==> src/hdl/ihq_pkg.sv <==
// ihq_pkg: shared types and codes for the indexed min-heap queue
// used by ihq_cmp, indexed_min_heap_queue and ihq_chk; no dependencies
package ihq_pkg;

  localparam int DEF_MAX_NODES = 256;
  localparam int ID_SPACE      = 256;

  localparam logic [1:0] KIND_INSERT = 2'd0;
  localparam logic [1:0] KIND_CHANGE = 2'd1;
  localparam logic [1:0] KIND_POP    = 2'd2;
  localparam logic [1:0] KIND_QUERY  = 2'd3;

  localparam logic [1:0] ST_OK      = 2'd0;
  localparam logic [1:0] ST_PRESENT = 2'd1;
  localparam logic [1:0] ST_EMPTY   = 2'd2;
  localparam logic [1:0] ST_FULL    = 2'd3;

  typedef struct packed {
    logic [7:0]  node;
    logic [31:0] cost;
  } entry_t;

  typedef enum logic [3:0] {
    S_IDLE, S_LOOK, S_UP, S_UP_CMP, S_DOWN, S_DN_L, S_DN_R, S_DN_CMP,
    S_PLACE, S_POP0, S_POP1, S_POP2, S_TOP, S_DONE
  } state_t;

endpackage

==> src/hdl/ihq_cmp.sv <==
// ihq_cmp: shared ordering unit, cost first and lower node id on ties
// depends on ihq_pkg
module ihq_cmp
  import ihq_pkg::*;
(
  input  entry_t a,
  input  entry_t b,
  output logic   a_first
);

  assign a_first = (a.cost != b.cost) ? (a.cost < b.cost) : (a.node < b.node);

endmodule

==> config.mk <==
export PLATFORM = sky130hd
export DESIGN_NAME = ihq_cmp
export DESIGN_NICKNAME = d
export VERILOG_FILES = /design/src/hdl/ihq_pkg.sv /design/src/hdl/ihq_cmp.sv
export SDC_FILE = /design/constraint.sdc
export NUM_CORES = 1
export LEC_CHECK = 0
export ABC_CLOCK_PERIOD_IN_PS = 3200
export BUFFER_PORTS_ARGS = -buffer_cell sky130_fd_sc_hd__buf_2
export CORE_UTILIZATION = 45
export DETAILED_ROUTE_END_ITERATION = 8
export MAX_ROUTING_LAYER = met4
export PLACE_DENSITY_LB_ADDON = 0.05
export SYNTH_ARGS = -nofsm -noshare
export SYNTH_HDL_FRONTEND = slang
export SYNTH_SLANG_ARGS = --single-unit
==> constraint.sdc <==
create_clock -name vclk -period 3.2
set_input_delay 0.16 -clock vclk [all_inputs]
set_output_delay 0.16 -clock vclk [all_outputs]
set_load 0.005 [all_outputs]
==> results of run 1 <==
-- through the flow --
stage / setup slack, ns / utilization, % / power, W / hold slack [ns]
2_1_floorplan: 1.62 / - / 0.0000903 / 0.741
3_3_place_gp: 1.35 / 71.2 / 0.000150 / 0.959
3_5_place_dp: 1.32 / 71.2 / 0.000161 / 0.968
4_1_cts: 1.31 / 71.2 / 0.000162 / 0.965
5_1_grt: 1.18 / 71.2 / 0.000187 / 1.01
6_report: 1.34 / 71.2 / 0.000160 / 0.956
-- worst max-delay path, stage by stage --
cell	delay [ns]
buf_2	0.10
ha_1	0.31
and4_1	0.22
a221oi_1	0.09
o311ai_0	0.35
a21oi_1	0.07
mux2_4	0.26
buf_2	0.13
-- power groups by stage --
stage / clock, W / combinational [W] / sequential, W
after global placement: 0 / 0.000150 / 0
after detailed placement: 0 / 0.000161 / 0
after global routing: 0 / 0.000187 / 0
after floorplan: 0 / 0.0000903 / 0
final: 0 / 0.000160 / 0
after CTS: 0 / 0.000162 / 0
-- layer usage --
| layer | wire, µm | up-vias | GRT usage, % |
|---|---|---|---|
| met5 | 0 | - | - |
| met4 | 0 | 0 | 0 |
| met3 | 148 | 0 | 1.25 |
| met2 | 1240 | 49 | 46.3 |
| met1 | 956 | 512 | 21.3 |
| li1 | - | 643 | - |
-- synth_stat cells, types with 2 or more instances --
master / number / area share, %
inv_1: 40 / 15
ha_1: 39 / 49
a21oi_1: 16 / 8.0
nand2_1: 10 / 3.8
nand4_1: 4 / 2.5
o21ai_0: 4 / 2.0
a221oi_1: 3 / 2.6
nand3_1: 3 / 1.5
a21o_1: 2 / 1.5
and4_1: 2 / 1.8
nand4_2: 2 / 2.5
nor2b_1: 2 / 1.3
-- path summary, 6_finish.rpt --
kind,depth (start not counted),from,to,slack (ns)
setup / recovery,8,a[22],a_first,1.34
hold / removal,5,a[39],a_first,0.96
-- kinds of logic (layout without fill, tap and decap cells) --
| group | count (synthesis) | in the layout | synth area share, % |
|---|---|---|---|
| buf+inv | 40 | 121 | 15.0 |
| compound gates | 30 | 30 | 18.6 |
| fa+ha+maj | 39 | 39 | 48.8 |
| simple gates | 28 | 28 | 16.0 |
| mux | 1 | 1 | 1.50 |
-- area by class of cell --
cell class / count / area share (%)
Tap cell: 27 / 2.35
Multi-Input combinational cell: 98 / 59.0
Timing Repair Buffer: 81 / 28.2
Inverter: 40 / 10.4
==> results.cfg, run 1 <==
[outcome]
status = complete, no violations

[routing]
antenna_left = 0
drc = 0
wl_per_cell_um = 9.54
wl_um = 2350
via_per_inst = 4.89
num_vias = 1204
drt_first_pass_iters = 4
dr.first_iter.drc_count = 4

[global_routing]
antenna_found_initial = 0
grt_overflow = 0
grt_pass1_vias = 1160
grt_max_degree = 4
grt_pass1_wl_um = 4190
grt_use_total_pct = 21.4

[logic_synthesis]
syn_area_um2 = 1000
synth_seq_area_share_pct = 0
synth_cells = 138
avgSynthCellArea_um2 = 7.24
synth_nets = 257
ys_warn_count = 0
synth.distinct_cells = 23

[layout]
clkbuf_count = 0
final_cell_mix = 81 x buf_2, 40 x inv_1, 39 x ha_1
regArea_um2 = 0
stdcell_count = 246
stdcell_area_um2 = 1440
fillCellCount = 196
multi_input_area_um2 = 850
n_antenna_cell = 0
area_growth_pct = 43.9
flops_and_latches = 0
layout-drive-gt1-share_pct = 38.8
layout_commonest_cell = buf_2
nets = 340

[die]
die-area_um2 = 2410
fp-row-count = 16
coreArea_um2 = 2020
die_x_um = 49.1
die_y_um = 49.1
initial_core_util_pct = 49.4
ios = 81

[power_and_ir_drop]
netSwitchingPower_w = 0.0000726
p_seq_share_pct = 0
power_density_nw_per_um2 = 111
clkPwrFrac_pct = 0
ir_drop_mv = 0.0610
p_leak_nw = 0.964
p_comb_share_pct = 100.0
p_sw_share_pct = 45.4
p_int_w = 0.0000874

[sta]
setup_tns_ns = 0
finalCritPeriodShare_pct = 58.0
rsz0062_at_grt = no
fin_crit_ns = 1.86
final_max_slew_viol_count = 0
max_slew_margin_pct = 75.0
finalHoldViolations = 0
fmax_ghz = 0.539
worstMarginPinSlew_ns = 0.371
finalSetupViolations = 0

[placement]
io_buffers = 81
placedCellCount = 246
place_area_um2 = 1440
dp_hpwl_um = 2260
gp_congestion = 0.691

[setup_path]
path_max_fanout = 3
worstSetupEndpointType = output pin
worst_ep_arrival_time_ns = 1.70
crit_required_ns = 3.04
crit_type = in2out
startpoint_type = input pin

[clock_tree]
holdBufCountCts = 0
post_cts_buffers = 0
cts_resized = 0

[hold_path]
hold_class = in2out

[job]
maxCapViolCount = 0
(Power assumes the default switching activity.)
==> inputs of run 2 (changes only) <==
- ABC_CLOCK_PERIOD_IN_PS: 3200 -> 1700
- CORE_UTILIZATION: 45 -> 38
- clock period: 3.2 -> 1.7 ns (I/O delays scaled with it)
==> run 2 against run 1 <==
Against the previous run: the run now ends with negative setup slack left; cell count up 1.6%; core utilization decreased by 11 points; critical path depth is 2 higher; via count down 1.2%; power rose by 100%; global-route usage down 5.4 points; design area is 4.4% higher; die area is 18% higher; setup slack got worse by 1.3 ns; wire length increased by 1.1%; sequential share of layout area is the same; count of clock-buffer cells in the layout unchanged.
==> results.cfg, run 2 (synthesized netlist as in run 1, its figures left out) <==
[global_routing]
antenna_found_initial = 0
grt_pass1_vias = 943
grt_pass1_wl_um = 3510
grt_use_total_pct = 16.0
grt_max_degree = 4
grt_util_met3_pct = 0
top_usage_layer = met2
grt_use_met1_pct = 20.0
grtUsageMet2_pct = 30.2
grt_overflow = 0

[die]
die-area_um2 = 2840
initial_core_util_pct = 40.4
coreArea_um2 = 2480
die_y_um = 53.3
ios = 81
fp-row-count = 18
die_x_um = 53.3

[routing]
dr.first_iter.drc_count = 8
drc = 0
num_vias = 1189
antenna_left = 0
drt_first_pass_iters = 4
wl_per_cell_um = 9.49
via_per_inst = 4.76
wl_um = 2370

[hold_path]
hold_depth = 5
hold_class = in2out
min_to = a_first
hold_start = a[39]

[sta]
finalSetupViolations = 1
fmax_ghz = 0.587
finalCritPeriodShare_pct = 100
rsz0062_at_grt = yes
worstMarginPinSlew_ns = 0.327
final_max_slew_viol_count = 0
max_slew_margin_pct = 78.2
setup_ws_ns = -0.00473
fin_crit_ns = 1.70
finalHoldViolations = 0
setup_tns_ns = -0.00473

[setup_path]
worstSetupEndpointType = output pin
worst_ep_arrival_time_ns = 1.62
crit_required_ns = 1.62
path_max_fanout = 2
cp-startpoint = b[1]
startpoint_type = input pin
crit_type = in2out

[placement]
gp_congestion = 0.619
dp_hpwl_um = 2150
placedCellCount = 249
place_ws_ns = 0.00757
io_buffers = 81

[outcome]
violations = negative setup slack
status = finished, violations left

[layout]
final_core_util_pct = 60.7
clkbuf_count = 0
final_cell_mix = 78 x buf_2, 39 x inv_1, 38 x ha_1
fillCellCount = 230
layout_commonest_cell = buf_2
stdcell_count = 250
nets = 341
area_growth_pct = 50.3
n_antenna_cell = 0
flops_and_latches = 0
layout-drive-gt1-share_pct = 41.4
regArea_um2 = 0
multi_input_area_um2 = 881

[power_and_ir_drop]
finalPower_w = 0.000326
ir_drop_mv = 0.121
p_leak_nw = 0.983
power_density_nw_per_um2 = 217

[job]
maxCapViolCount = 0
[run 2: layer usage]
metal  routed length (µm)  up-vias
met5                    0        -
met4                    0        0
met3                  123        0
met2                 1240       37
met1                 1010      506
li1                     -      646
[run 2: worst max-delay path: stages]
cell      delay (ns)
buf_6           0.08
inv_4           0.03
ha_4            0.25
nor2b_4         0.13
o211ai_1        0.10
a2111o_1        0.42
o211ai_2        0.08
a21oi_1         0.08
mux2_4          0.27
buf_6           0.11
[run 2: timing repair]
action / 4_1_cts / 5_1_grt
pin swaps: 0 / 4
hold buffers: 0 / 0
buffers inserted: 0 / 1
setup endpoints to repair: 1 / 1
cloned: 0 / 0
gates resized for setup: 1 / 9
[run 2: cell type report]
class	instances	area share [%]
Inverter	40	10.2
Timing Repair Buffer	82	28.7
Multi-Input combinational cell	98	58.6
Tap cell	30	2.50
[run 2: where the power goes]
| part | switching (W) | internal [W] |
|---|---|---|
| sequential | 0 | 0 |
| combinational | 0.000145 | 0.000181 |
| clock | 0 | 0 |
| total | 0.000145 | 0.000181 |
[run 2: stage by stage]
stage	cell area, µm²	hold slack (ns)
2_1_floorplan	1000	0.591
3_3_place_gp	1440	0.831
3_5_place_dp	1440	0.850
4_1_cts	1450	0.841
5_1_grt	1500	0.868
6_report	1500	0.835
[run 2: worst max-delay path by stage]
stage	slack [ns]	endpoint	depth (start not counted)
final	-0.005	a_first	10
after global routing	-0.05	a_first	10
after CTS	-0.001	a_first	10
after detailed placement	0.008	a_first	10
after global placement	0.01	a_first	10
after floorplan	0.27	a_first	8
==> inputs of run 3 (changes only) <==
- CELL_PAD_IN_SITES_DETAIL_PLACEMENT: default -> 0
- CELL_PAD_IN_SITES_GLOBAL_PLACEMENT: default -> 1
- CORE_UTILIZATION: 38 -> 24
==> run 3 against run 2 <==
Against the previous run: the flow now finishes without violations; combinational power is 8.6% higher; hold slack lost 0.026 ns; fmax grew 3.2%; die area up 56%; first-iteration DRC count grew to 2.6 times the previous value; critical endpoint unchanged; largest cell class unchanged; largest power group unchanged.
==> results.cfg, run 3 (synthesized netlist as in run 1, its figures left out) <==
[routing]
num_vias = 1193
wl_um = 2520
dr.first_iter.drc_count = 21
via_per_inst = 4.40
wl_per_cell_um = 9.31
drt_first_pass_iters = 4
drc = 0
antenna_left = 0

[global_routing]
grt_pass1_wl_um = 4050
antenna_found_initial = 0
grt_max_degree = 4
grt_overflow = 0
grt_pass1_vias = 1125
grt_use_total_pct = 11.3

[setup_path]
startpoint_type = input pin
worst_ep_arrival_time_ns = 1.57
crit_required_ns = 1.62
worstSetupEndpointType = output pin
crit_type = in2out
path_max_fanout = 2

[layout]
final_core_util_pct = 40.1
layout-drive-gt1-share_pct = 44.8
stdcell_count = 271
multi_input_area_um2 = 948
layout_commonest_cell = buf_2
flops_and_latches = 0
regArea_um2 = 0
fillCellCount = 429
final_cell_mix = 78 x buf_2, 39 x inv_1, 35 x ha_1
nets = 342
area_growth_pct = 60.3
clkbuf_count = 0
n_antenna_cell = 0

[placement]
dp_hpwl_um = 2370
placedCellCount = 271
gp_congestion = 0.779
io_buffers = 81

[sta]
finalCritPeriodShare_pct = 97.1
final_max_slew_viol_count = 0
rsz0062_at_grt = yes
max_slew_margin_pct = 81.2
fin_hold_ws_ns = 0.808
fmax_ghz = 0.606
fin_crit_ns = 1.65
finalHoldViolations = 0
worstMarginPinSlew_ns = 0.282
finalSetupViolations = 0

[die]
initial_core_util_pct = 25.0
die_y_um = 66.5
ios = 81
fp-row-count = 23
die_x_um = 66.5
die-area_um2 = 4430
coreArea_um2 = 4000

[hold_path]
hold_class = in2out
min_to = a_first
hold_start = a[39]
hold_depth = 5

[power_and_ir_drop]
ir_drop_mv = 0.0756
finalPower_w = 0.000354
power_density_nw_per_um2 = 221
p_leak_nw = 0.990

[job]
maxCapViolCount = 0

[outcome]
status = complete, no violations
==> run 3: power by group <==
part | switching (W) | total [W] | leakage (nW) | internal (W)
registers | 0 | 0 | 0 | 0
clock network | 0 | 0 | 0 | 0
logic | 0.000157 | 0.000354 | 0.990 | 0.000197
==> run 3: metal layers <==
layer  vias to the layer above  GRT usage, %  part of all wire [%]
li1                        650             -                     -
met1                       500          13.4                    44
met2                        43          21.8                    49
met3                         0         0.514                   6.8
met4                         0             0                     0
met5                         -             -                     0
==> run 3: repair_timing <==
| item | CTS | global route |
|---|---|---|
| hold buffers | 0 | 0 |
| setup buffers | 0 | 0 |
| endpoints found under the setup margin | 1 | 1 |
| pin swaps | 4 | 7 |
| resized for setup | 7 | 12 |
| endpoints found under the hold margin | 0 | 0 |
==> run 3: worst max path at each step <==
stage	startpoint	to	slack, ns
finish	b[1]	a_first	0.05
CTS	b[1]	a_first	-0.01
global route	b[1]	a_first	-0.04
global placement	a[17]	a_first	-0.05
floorplan	b[1]	a_first	0.27
detailed placement	b[22]	a_first	-0.06
==> run 3: final cells by class <==
class,instances,share of cell area (%)
Timing Repair Buffer,83,27.4
Inverter,40,9.52
Tap cell,50,3.90
Multi-Input combinational cell,98,59.2
==> run 3: stage by stage <==
stage / area [µm²] / setup TNS (ns) / setup WS (ns)
after floorplan: 1000 / 0 / 0.269
after global placement: 1480 / -0.0458 / -0.0458
after detailed placement: 1480 / -0.0585 / -0.0585
after CTS: 1520 / -0.0147 / -0.0147
after global routing: 1600 / -0.0403 / -0.0403
final: 1600 / 0 / 0.0489
==> run 3: worst max-delay path, stage by stage <==
cell and delay [ns]:
buf_6 0.08, inv_4 0.03, ha_4 0.25, nor2b_4 0.12, o211ai_1 0.09, a2111o_1 0.38
o211ai_2 0.08, a21oi_2 0.07, mux2_4 0.27, buf_6 0.12
